--- src/aqs_pkg.sv ---
`timescale 1ns / 1ps

package aqs_pkg;

    localparam int LBA_W  = 28;
    localparam int WORD_W = 16;
    localparam int TMO_W  = 16;
    localparam int IDX_W  = 8;

    // Input word kinds.
    localparam logic [1:0] KIND_SUBMIT = 2'd0;
    localparam logic [1:0] KIND_IRQ    = 2'd1;
    localparam logic [1:0] KIND_TICK   = 2'd2;
    localparam logic [1:0] KIND_DATA   = 2'd3;

    // Result word kinds.
    localparam logic [1:0] OUT_REG_WRITE = 2'd0;
    localparam logic [1:0] OUT_READ_WORD = 2'd1;
    localparam logic [1:0] OUT_DONE      = 2'd2;
    localparam logic [1:0] OUT_REJECT    = 2'd3;

    // Task-file register offsets from the primary base port 0x1F0.
    localparam logic [2:0] OFS_SECT_COUNT = 3'd2;
    localparam logic [2:0] OFS_LBA_LOW    = 3'd3;
    localparam logic [2:0] OFS_LBA_MID    = 3'd4;
    localparam logic [2:0] OFS_LBA_HIGH   = 3'd5;
    localparam logic [2:0] OFS_DRIVE_HEAD = 3'd6;
    localparam logic [2:0] OFS_COMMAND    = 3'd7;

    localparam logic [7:0] DRIVE_LBA_MASTER = 8'hE0;
    localparam logic [7:0] ONE_SECTOR       = 8'h01;
    localparam logic [7:0] CMD_READ_PIO     = 8'h20;
    localparam logic [7:0] CMD_WRITE_PIO    = 8'h30;

    // Index of the final word of a 256-word sector.
    localparam logic [IDX_W-1:0] SECTOR_LAST = 8'hFF;

    localparam logic [TMO_W-1:0] TMO_RESET = 16'd5000;

    // Command burst: six register writes, steps 0 to 5.
    localparam logic [2:0] STEP_LAST = 3'd5;

    typedef struct packed {
        logic [1:0]        kind;
        logic              is_write;
        logic [LBA_W-1:0]  lba;
        logic [WORD_W-1:0] data_word;
    } req_t;

    typedef struct packed {
        logic [1:0]        out_kind;
        logic [2:0]        reg_offset;
        logic [7:0]        reg_value;
        logic [IDX_W-1:0]  word_index;
        logic [WORD_W-1:0] read_data;
        logic              success;
        logic [LBA_W-1:0]  done_lba;
        logic              busy_res;
        logic              last;
    } res_t;

    typedef struct packed {
        logic       push;
        logic       fetch;
        logic       load;
        logic       drain_start;
        logic       tick_dec;
        logic       word_inc;
        logic       finish;
        logic       out_load;
        logic [1:0] out_kind;
        logic       out_ok;
        logic       out_last;
        logic       out_busy;
        logic [2:0] reg_step;
    } ctl_cmd_t;

    typedef struct packed {
        logic full;
        logic queued;
        logic active;
        logic active_is_write;
        logic draining;
        logic tmo_zero;
        logic tmo_one;
        logic sector_end;
        logic out_free;
    } ctl_stat_t;

    // Offset and value of one register write of the command burst.
    function automatic logic [10:0] reg_write(input logic [2:0] step,
                                              input logic [LBA_W-1:0] lba,
                                              input logic is_write);
        logic [10:0] r;
        unique case (step)
            3'd0:    r = {OFS_DRIVE_HEAD, DRIVE_LBA_MASTER | {4'h0, lba[27:24]}};
            3'd1:    r = {OFS_SECT_COUNT, ONE_SECTOR};
            3'd2:    r = {OFS_LBA_LOW, lba[7:0]};
            3'd3:    r = {OFS_LBA_MID, lba[15:8]};
            3'd4:    r = {OFS_LBA_HIGH, lba[23:16]};
            3'd5:    r = {OFS_COMMAND, is_write ? CMD_WRITE_PIO : CMD_READ_PIO};
            default: r = '0;
        endcase
        return r;
    endfunction

endpackage

--- src/aqs_ram.sv ---
`timescale 1ns / 1ps

module aqs_ram #(
    parameter int WIDTH = 29,
    parameter int DEPTH = 16
) (
    input  logic                     aclk,
    input  logic                     wr_en,
    input  logic [$clog2(DEPTH)-1:0] wr_addr,
    input  logic [WIDTH-1:0]         wr_data,
    input  logic                     rd_en,
    input  logic [$clog2(DEPTH)-1:0] rd_addr,
    output logic [WIDTH-1:0]         rd_data
);

    logic [WIDTH-1:0] mem [DEPTH];
    logic [WIDTH-1:0] rd_data_reg;

    always_ff @(posedge aclk) begin
        if (wr_en) begin
            mem[wr_addr] <= wr_data;
        end
        if (rd_en) begin
            rd_data_reg <= mem[rd_addr];
        end
    end

    assign rd_data = rd_data_reg;

endmodule

--- src/aqs_datapath.sv ---
`timescale 1ns / 1ps

module aqs_datapath #(
    parameter int QUEUE_DEPTH = 16
) (
    input  logic                      aclk,
    input  logic                      aresetn,
    input  aqs_pkg::req_t             s_payload,
    input  logic                      cfg_valid,
    input  logic [aqs_pkg::TMO_W-1:0] cfg_data,
    input  aqs_pkg::ctl_cmd_t         cmd,
    output aqs_pkg::ctl_stat_t        stat,
    input  logic                      m_ready,
    output logic                      m_valid,
    output aqs_pkg::res_t             m_payload
);

    localparam int AW  = $clog2(QUEUE_DEPTH);
    localparam int CW  = $clog2(QUEUE_DEPTH + 1);
    localparam int EW  = aqs_pkg::LBA_W + 1;

    logic [AW-1:0] head_reg, head_next;
    logic [AW-1:0] tail_reg, tail_next;
    logic [CW-1:0] count_reg, count_next;
    logic          active_reg, active_next;
    logic          is_write_reg, is_write_next;
    logic [aqs_pkg::LBA_W-1:0] lba_reg, lba_next;
    logic [aqs_pkg::TMO_W-1:0] tmo_left_reg, tmo_left_next;
    logic [aqs_pkg::TMO_W-1:0] tmo_ticks_reg, tmo_ticks_next;
    logic          draining_reg, draining_next;
    logic [aqs_pkg::IDX_W-1:0] words_reg, words_next;
    logic          m_valid_reg, m_valid_next;
    aqs_pkg::res_t m_payload_reg, m_payload_next;
    logic [EW-1:0] rd_entry;
    logic [10:0]   rw;

    aqs_ram #(
        .WIDTH (EW),
        .DEPTH (QUEUE_DEPTH)
    ) u_queue (
        .aclk    (aclk),
        .wr_en   (cmd.push),
        .wr_addr (tail_reg),
        .wr_data ({s_payload.is_write, s_payload.lba}),
        .rd_en   (cmd.fetch),
        .rd_addr (head_reg),
        .rd_data (rd_entry)
    );

    always_comb begin
        stat.full            = (count_reg == CW'(QUEUE_DEPTH));
        stat.queued          = (count_reg != '0);
        stat.active          = active_reg;
        stat.active_is_write = is_write_reg;
        stat.draining        = draining_reg;
        stat.tmo_zero        = (tmo_left_reg == '0);
        stat.tmo_one         = (tmo_left_reg == aqs_pkg::TMO_W'(1));
        stat.sector_end      = (words_reg == aqs_pkg::SECTOR_LAST);
        stat.out_free        = !m_valid_reg || m_ready;
    end

    always_comb begin
        head_next      = head_reg;
        tail_next      = tail_reg;
        count_next     = count_reg;
        active_next    = active_reg;
        is_write_next  = is_write_reg;
        lba_next       = lba_reg;
        tmo_left_next  = tmo_left_reg;
        tmo_ticks_next = tmo_ticks_reg;
        draining_next  = draining_reg;
        words_next     = words_reg;

        if (cfg_valid) begin
            tmo_ticks_next = cfg_data;
        end
        if (cmd.push) begin
            tail_next  = (tail_reg == AW'(QUEUE_DEPTH - 1)) ? '0 : tail_reg + AW'(1);
            count_next = count_reg + CW'(1);
        end
        if (cmd.load) begin
            head_next     = (head_reg == AW'(QUEUE_DEPTH - 1)) ? '0 : head_reg + AW'(1);
            count_next    = count_reg - CW'(1);
            active_next   = 1'b1;
            is_write_next = rd_entry[EW-1];
            lba_next      = rd_entry[aqs_pkg::LBA_W-1:0];
            tmo_left_next = tmo_ticks_reg;
            draining_next = 1'b0;
            words_next    = '0;
        end
        if (cmd.drain_start) begin
            draining_next = 1'b1;
            words_next    = '0;
        end
        if (cmd.tick_dec) begin
            tmo_left_next = tmo_left_reg - aqs_pkg::TMO_W'(1);
        end
        if (cmd.word_inc) begin
            words_next = words_reg + aqs_pkg::IDX_W'(1);
        end
        if (cmd.finish) begin
            active_next   = 1'b0;
            draining_next = 1'b0;
            words_next    = '0;
            tmo_left_next = '0;
        end
    end

    // Result word assembly; done_lba, busy_res and last are set for every kind, other unused fields stay zero.
    always_comb begin
        rw             = aqs_pkg::reg_write(cmd.reg_step, lba_reg, is_write_reg);
        m_payload_next = '0;
        m_payload_next.out_kind = cmd.out_kind;
        m_payload_next.busy_res = cmd.out_busy;
        m_payload_next.last     = cmd.out_last;
        m_payload_next.done_lba = lba_reg;
        unique case (cmd.out_kind)
            aqs_pkg::OUT_REG_WRITE: begin
                m_payload_next.reg_offset = rw[10:8];
                m_payload_next.reg_value  = rw[7:0];
            end
            aqs_pkg::OUT_READ_WORD: begin
                m_payload_next.word_index = words_reg;
                m_payload_next.read_data  = s_payload.data_word;
            end
            aqs_pkg::OUT_DONE: begin
                m_payload_next.success = cmd.out_ok;
                // A completion while draining carries the final word of the sector.
                if (draining_reg) begin
                    m_payload_next.word_index = words_reg;
                    m_payload_next.read_data  = s_payload.data_word;
                end
            end
            aqs_pkg::OUT_REJECT: begin
                m_payload_next.done_lba = s_payload.lba;
            end
            default: begin
                m_payload_next = '0;
            end
        endcase

        if (cmd.out_load) begin
            m_valid_next = 1'b1;
        end else if (m_ready) begin
            m_valid_next = 1'b0;
        end else begin
            m_valid_next = m_valid_reg;
        end
    end

    always_ff @(posedge aclk) begin
        if (!aresetn) begin
            head_reg      <= '0;
            tail_reg      <= '0;
            count_reg     <= '0;
            active_reg    <= 1'b0;
            is_write_reg  <= 1'b0;
            lba_reg       <= '0;
            tmo_left_reg  <= '0;
            tmo_ticks_reg <= aqs_pkg::TMO_RESET;
            draining_reg  <= 1'b0;
            words_reg     <= '0;
            m_valid_reg   <= 1'b0;
        end else begin
            head_reg      <= head_next;
            tail_reg      <= tail_next;
            count_reg     <= count_next;
            active_reg    <= active_next;
            is_write_reg  <= is_write_next;
            lba_reg       <= lba_next;
            tmo_left_reg  <= tmo_left_next;
            tmo_ticks_reg <= tmo_ticks_next;
            draining_reg  <= draining_next;
            words_reg     <= words_next;
            m_valid_reg   <= m_valid_next;
        end
    end

    always_ff @(posedge aclk) begin
        if (cmd.out_load) begin
            m_payload_reg <= m_payload_next;
        end
    end

    assign m_valid   = m_valid_reg;
    assign m_payload = m_payload_reg;

endmodule

--- src/aqs_ctrl.sv ---
`timescale 1ns / 1ps

module aqs_ctrl (
    input  logic               aclk,
    input  logic               aresetn,
    input  logic               s_valid,
    input  logic [1:0]         s_kind,
    output logic               s_ready,
    input  aqs_pkg::ctl_stat_t stat,
    output aqs_pkg::ctl_cmd_t  cmd
);

    typedef enum logic [3:0] {
        ST_IDLE  = 4'b0001,
        ST_FETCH = 4'b0010,
        ST_LOAD  = 4'b0100,
        ST_EMIT  = 4'b1000
    } seq_state_t;

    seq_state_t state_reg, state_next;
    logic [2:0] step_reg, step_next;
    logic       take;
    logic       complete;

    always_comb begin
        state_next = state_reg;
        step_next  = step_reg;
        cmd        = '0;
        s_ready    = 1'b0;
        take       = 1'b0;
        complete   = 1'b0;

        unique case (state_reg)
            ST_IDLE: begin
                s_ready = stat.out_free;
                take    = s_valid && stat.out_free;
                if (take) begin
                    unique case (s_kind)
                        aqs_pkg::KIND_SUBMIT: begin
                            if (stat.full) begin
                                cmd.out_load = 1'b1;
                                cmd.out_kind = aqs_pkg::OUT_REJECT;
                                cmd.out_busy = 1'b1;
                                cmd.out_last = 1'b1;
                            end else begin
                                cmd.push = 1'b1;
                                if (!stat.active) begin
                                    state_next = ST_FETCH;
                                end
                            end
                        end
                        aqs_pkg::KIND_IRQ: begin
                            if (stat.active && !stat.draining) begin
                                if (stat.active_is_write) begin
                                    complete   = 1'b1;
                                    cmd.out_ok = 1'b1;
                                end else begin
                                    cmd.drain_start = 1'b1;
                                end
                            end
                        end
                        aqs_pkg::KIND_TICK: begin
                            if (stat.active && !stat.draining && !stat.tmo_zero) begin
                                cmd.tick_dec = 1'b1;
                                complete     = stat.tmo_one;
                            end
                        end
                        aqs_pkg::KIND_DATA: begin
                            if (stat.active && stat.draining) begin
                                if (stat.sector_end) begin
                                    complete   = 1'b1;
                                    cmd.out_ok = 1'b1;
                                end else begin
                                    cmd.out_load = 1'b1;
                                    cmd.out_kind = aqs_pkg::OUT_READ_WORD;
                                    cmd.out_busy = 1'b1;
                                    cmd.out_last = 1'b1;
                                    cmd.word_inc = 1'b1;
                                end
                            end
                        end
                        default: begin
                            cmd = '0;
                        end
                    endcase
                end
                // A completion starts the next queued request, if any.
                if (complete) begin
                    cmd.out_load = 1'b1;
                    cmd.out_kind = aqs_pkg::OUT_DONE;
                    cmd.out_busy = stat.queued;
                    cmd.out_last = !stat.queued;
                    cmd.finish   = 1'b1;
                    if (stat.queued) begin
                        state_next = ST_FETCH;
                    end
                end
            end
            ST_FETCH: begin
                cmd.fetch  = 1'b1;
                state_next = ST_LOAD;
            end
            ST_LOAD: begin
                cmd.load   = 1'b1;
                step_next  = '0;
                state_next = ST_EMIT;
            end
            ST_EMIT: begin
                if (stat.out_free) begin
                    cmd.out_load = 1'b1;
                    cmd.out_kind = aqs_pkg::OUT_REG_WRITE;
                    cmd.out_busy = 1'b1;
                    cmd.reg_step = step_reg;
                    cmd.out_last = (step_reg == aqs_pkg::STEP_LAST);
                    if (step_reg == aqs_pkg::STEP_LAST) begin
                        state_next = ST_IDLE;
                    end else begin
                        step_next = step_reg + 3'd1;
                    end
                end
            end
            default: begin
                state_next = ST_IDLE;
            end
        endcase
    end

    always_ff @(posedge aclk) begin
        if (!aresetn) begin
            state_reg <= ST_IDLE;
            step_reg  <= '0;
        end else begin
            state_reg <= state_next;
            step_reg  <= step_next;
        end
    end

endmodule

--- src/ata_pio_queued_command_sequencer_unit.sv ---
`timescale 1ns / 1ps

// Channel    Ports                           Word
// input      s_valid s_ready s_payload       aqs_pkg::req_t
// result     m_valid m_ready m_payload       aqs_pkg::res_t
// config     cfg_valid cfg_ready cfg_data    timeout tick count
//
// A word that yields at most one result (interrupt, tick, data word, queued or
// rejected submit) is handled in ST_IDLE, which takes the next word once the output register is free.
// A word that starts a request holds the input through one queue RAM read,
// one load, then six task-file writes through the single output register.
// Reset (aresetn low) clears all control state; the queue RAM is not cleared.
// A stalled m_ready holds the output register and, through it, the input side.

module ata_pio_queued_command_sequencer_unit #(
    parameter int QUEUE_DEPTH = 16
) (
    input  logic                      aclk,
    input  logic                      aresetn,
    input  logic                      s_valid,
    output logic                      s_ready,
    input  aqs_pkg::req_t             s_payload,
    output logic                      m_valid,
    input  logic                      m_ready,
    output aqs_pkg::res_t             m_payload,
    input  logic                      cfg_valid,
    output logic                      cfg_ready,
    input  logic [aqs_pkg::TMO_W-1:0] cfg_data
);

    aqs_pkg::ctl_cmd_t  cmd;
    aqs_pkg::ctl_stat_t stat;

    assign cfg_ready = 1'b1;

    aqs_ctrl u_ctrl (
        .aclk    (aclk),
        .aresetn (aresetn),
        .s_valid (s_valid),
        .s_kind  (s_payload.kind),
        .s_ready (s_ready),
        .stat    (stat),
        .cmd     (cmd)
    );

    aqs_datapath #(
        .QUEUE_DEPTH (QUEUE_DEPTH)
    ) u_datapath (
        .aclk      (aclk),
        .aresetn   (aresetn),
        .s_payload (s_payload),
        .cfg_valid (cfg_valid),
        .cfg_data  (cfg_data),
        .cmd       (cmd),
        .stat      (stat),
        .m_ready   (m_ready),
        .m_valid   (m_valid),
        .m_payload (m_payload)
    );

endmodule
--- config.mk ---
export PLATFORM = sky130hd
export DESIGN_NAME = ata_pio_queued_command_sequencer_unit
export DESIGN_NICKNAME = d
export VERILOG_FILES = /design/src/aqs_pkg.sv /design/src/aqs_ram.sv /design/src/aqs_datapath.sv /design/src/aqs_ctrl.sv /design/src/ata_pio_queued_command_sequencer_unit.sv
export SDC_FILE = /design/constraint.sdc
export NUM_CORES = 1
export LEC_CHECK = 0
export BUFFER_PORTS_ARGS = -buffer_cell sky130_fd_sc_hd__buf_2
export CORE_MARGIN = 2
export CORE_UTILIZATION = 44
export DETAILED_ROUTE_END_ITERATION = 8
export PLACE_DENSITY_LB_ADDON = 0.2
export SYNTH_ARGS = -nofsm -noshare
export SYNTH_HDL_FRONTEND = slang
export SYNTH_SLANG_ARGS = --single-unit
--- constraint.sdc ---
create_clock -name aclk -period 4.5 [get_ports aclk]
set_clock_uncertainty 0.05 [all_clocks]
set_input_delay 0.225 -clock aclk [delete_from_list [all_inputs] [get_ports aclk]]
set_output_delay 0.225 -clock aclk [all_outputs]
set_load 0.02 [all_outputs]
==> metrics.txt <==
Synth Area per Inst around 18 sq um; Worst setup EP type flop; clock buffer count from CTS just under 70; max FFs per register 464; Fin. Hold Viols 0; Initial Util 44.6%; Ports ~140; Max H-tree Level 3; sw frac between 10% and 20%; vias 13900; vias per cell around 5.6; clock slew at reported path FFs 0.06 ns; Synth area leaders edfxtp_1 66%, mux4_2 13%, dfxtp_1 7.2%; HPWL after DPL 35800 microns; Routed WL about 60000 microns; internal power 9.92 mW; Sink Count 653; crit path DAT 4.36 ns; Pwr Density 406 nW/um^2; met2 usage roughly a third; cells after synthesis 1428; CP max FO 24; Setup violations, final 0; Area Overhead vs Synth 18.2%; clk buf depth 3; Max rail drop VDD 308 uV; CTS tree yes; area of the multi-input gates 6750 sq um; Reg area 18700 sq um; FF+latch count, synth 653; fin area 30400 sq um; combinational share of power approximately 1.9%; Net Count, Synth 1519; Hold Path Class in2reg; DRT Pass-1 Iters 7; Worst-Skew Late Latency 0.60 ns; hold path cells 3; post-detailed-route DRC marker count 0; RSZ-0062 raised after global routing false; flop-to-flop setup slack 0.54 ns; reported max-cap violation count 0; n_diodes 0; post-synth top area share 65.5%; ys async rst share 0%; CTS root buffer clkbuf_16; CP Launch Type flop; DR iter-0 viols 1139; R2R depth 9; CP Class reg2reg; fin worst setup slack about 0.54 ns; DP Worst Slack approximately 0.53 ns; Final TNS setup 0 ns; worst-margin pin slew 1.19 ns; first-pass GRT wire length 90200 microns; Netlist cell types 73; fin nets 1753; WL per Instance 24.4 microns; Max Fclk 252 MHz; Core ar. 57700 sq um; number of synthesized flops with an enable pin 561; final-report max-slew violation count 0; Critical Path RT approximately 4.9 ns; total track usage 20.4%; total power between 10 and 15 mW; largest net degree at the start of global routing 69; most frequent cells in the layout 561 x edfxtp_1, 145 x mux4_2, 137 x buf_2; DRT antenna net count 0; die area slightly above 60000 sq um; worst rel slew slack 20.3%; leakage power 10.0 nW; chip width 246 microns; status complete, no violations; Clock power frac between 40 and 50%; Mapped Area ~26000 sq um; cell row count just under 90; GPL Wtd Cong 0.830; NetSw 2.43 mW; commonest non-fill, non-tap cell in the layout edfxtp_1; crit share post-route between 80% and 90%; vias in the first global route about 14000; gr busiest metal met2; Top FF cell, synth edfxtp_1; grt met3 use 3.56%; layout cells sized above 1 27.5%; yosys warns 0; Yosys top cell by area edfxtp_1; Reg power frac 53.3%; initial antenna violation count 1; I/O Buffers 137; Post-DP Area 27500 sq um; Filler Cell Count 4654; Seq/Total Area, Yosys 72.7%; final worst path period need 3.96 ns; die height 246 microns; grt met1 use about 28%; total congestion overflow 0
-- power by group through the flow --
stage,clock network [mW],logic [mW],registers [mW]
2_1_floorplan,0,0.0705,6.71
3_3_place_gp,0,0.179,6.71
3_5_place_dp,0,0.187,6.71
4_1_cts,5.66,0.235,6.58
5_1_grt,5.89,0.256,6.58
6_report,5.53,0.233,6.58
-- cell usage after synthesis (13+ instances only) --
| cell | number |
|---|---|
| edfxtp_1 | 561 |
| mux4_2 | 145 |
| nand2_1 | 107 |
| dfxtp_1 | 92 |
| a21oi_1 | 67 |
| nor2_1 | 54 |
| clkbuf_1 | 51 |
| mux2_2 | 28 |
| and2_1 | 25 |
| mux2i_1 | 23 |
| ha_1 | 22 |
| nor3_1 | 20 |
| o21ai_0 | 19 |
| nand3_1 | 18 |
| inv_1 | 17 |
| buf_1 | 16 |
| a31oi_1 | 13 |
-- path summary, 6_finish.rpt --
check | start | endpoint
worst min-delay path | cfg_valid | u_datapath.tmo_ticks_reg[11]
worst max register to register | u_datapath.tmo_left_reg[2] | u_datapath.m_payload[32]
worst max-delay path | u_datapath.tmo_left_reg[2] | u_datapath.m_payload[32]
worst min register to register | u_datapath.tmo_ticks_reg[8] | u_datapath.tmo_left_reg[8]
-- through the flow --
step / hold WS [ns] / util, % / std cells
detailed placement: 0.392 / 47.7 / 2289
global placement: 0.393 / 47.7 / 2289
floorplan: 0.274 / - / 1428
finish: 0.122 / 52.7 / 2482
CTS: 0.0880 / 52.7 / 2482
global route: 0.126 / 52.7 / 2482
-- timing repair --
item / in CTS / in global routing
hold endpoints to repair: 497 / 0
hold buffers: 67 / 0
setup buffers: 0 / 0
resized for setup: 0 / 0
-- worst max-delay path, cell delays in order (launching register included) --
cell,delay [ns]
dfxtp_1,0.37
or4_4,0.57
nor3b_2,0.44
a31oi_1,0.35
or2_2,0.38
a21oi_1,0.28
ha_1,0.23
a21oi_1,0.07
nor2b_1,0.84
and2_1,0.25
-- layer usage --
metal | part of all wire (%) | up-vias
li1 | - | 6180
met1 | 43 | 7248
met2 | 49 | 424
met3 | 5.6 | 87
met4 | 2.0 | 2
met5 | 0.021 | -
-- cells by family (layout without fill, tap and decap cells) --
| family | after synthesis | in the layout | synth area share, % |
|---|---|---|---|
| buffers and inverters | 94 | 383 | 1.54 |
| xor gates and xnor gates | 7 | 7 | 0.238 |
| AOI/OAI and AO/OA | 164 | 164 | 4.07 |
| and+or+nand+nor | 290 | 290 | 5.49 |
| adders and majority gates | 23 | 23 | 1.15 |
| muxes | 196 | 196 | 14.8 |
| DFF | 653 | 653 | 72.7 |
| other | 1 | 1 | 0.0146 |
-- area by class of cell --
class	instances	area share, %
Timing Repair Buffer	238	5.59
Clock buffer	95	6.25
Inverter	19	0.235
Sequential cell	653	61.5
Multi-Input combinational cell	681	22.2
Tap cell	765	3.15
Clock inverter	31	0.997
No activity file was read; power rests on OpenSTA's default activity.
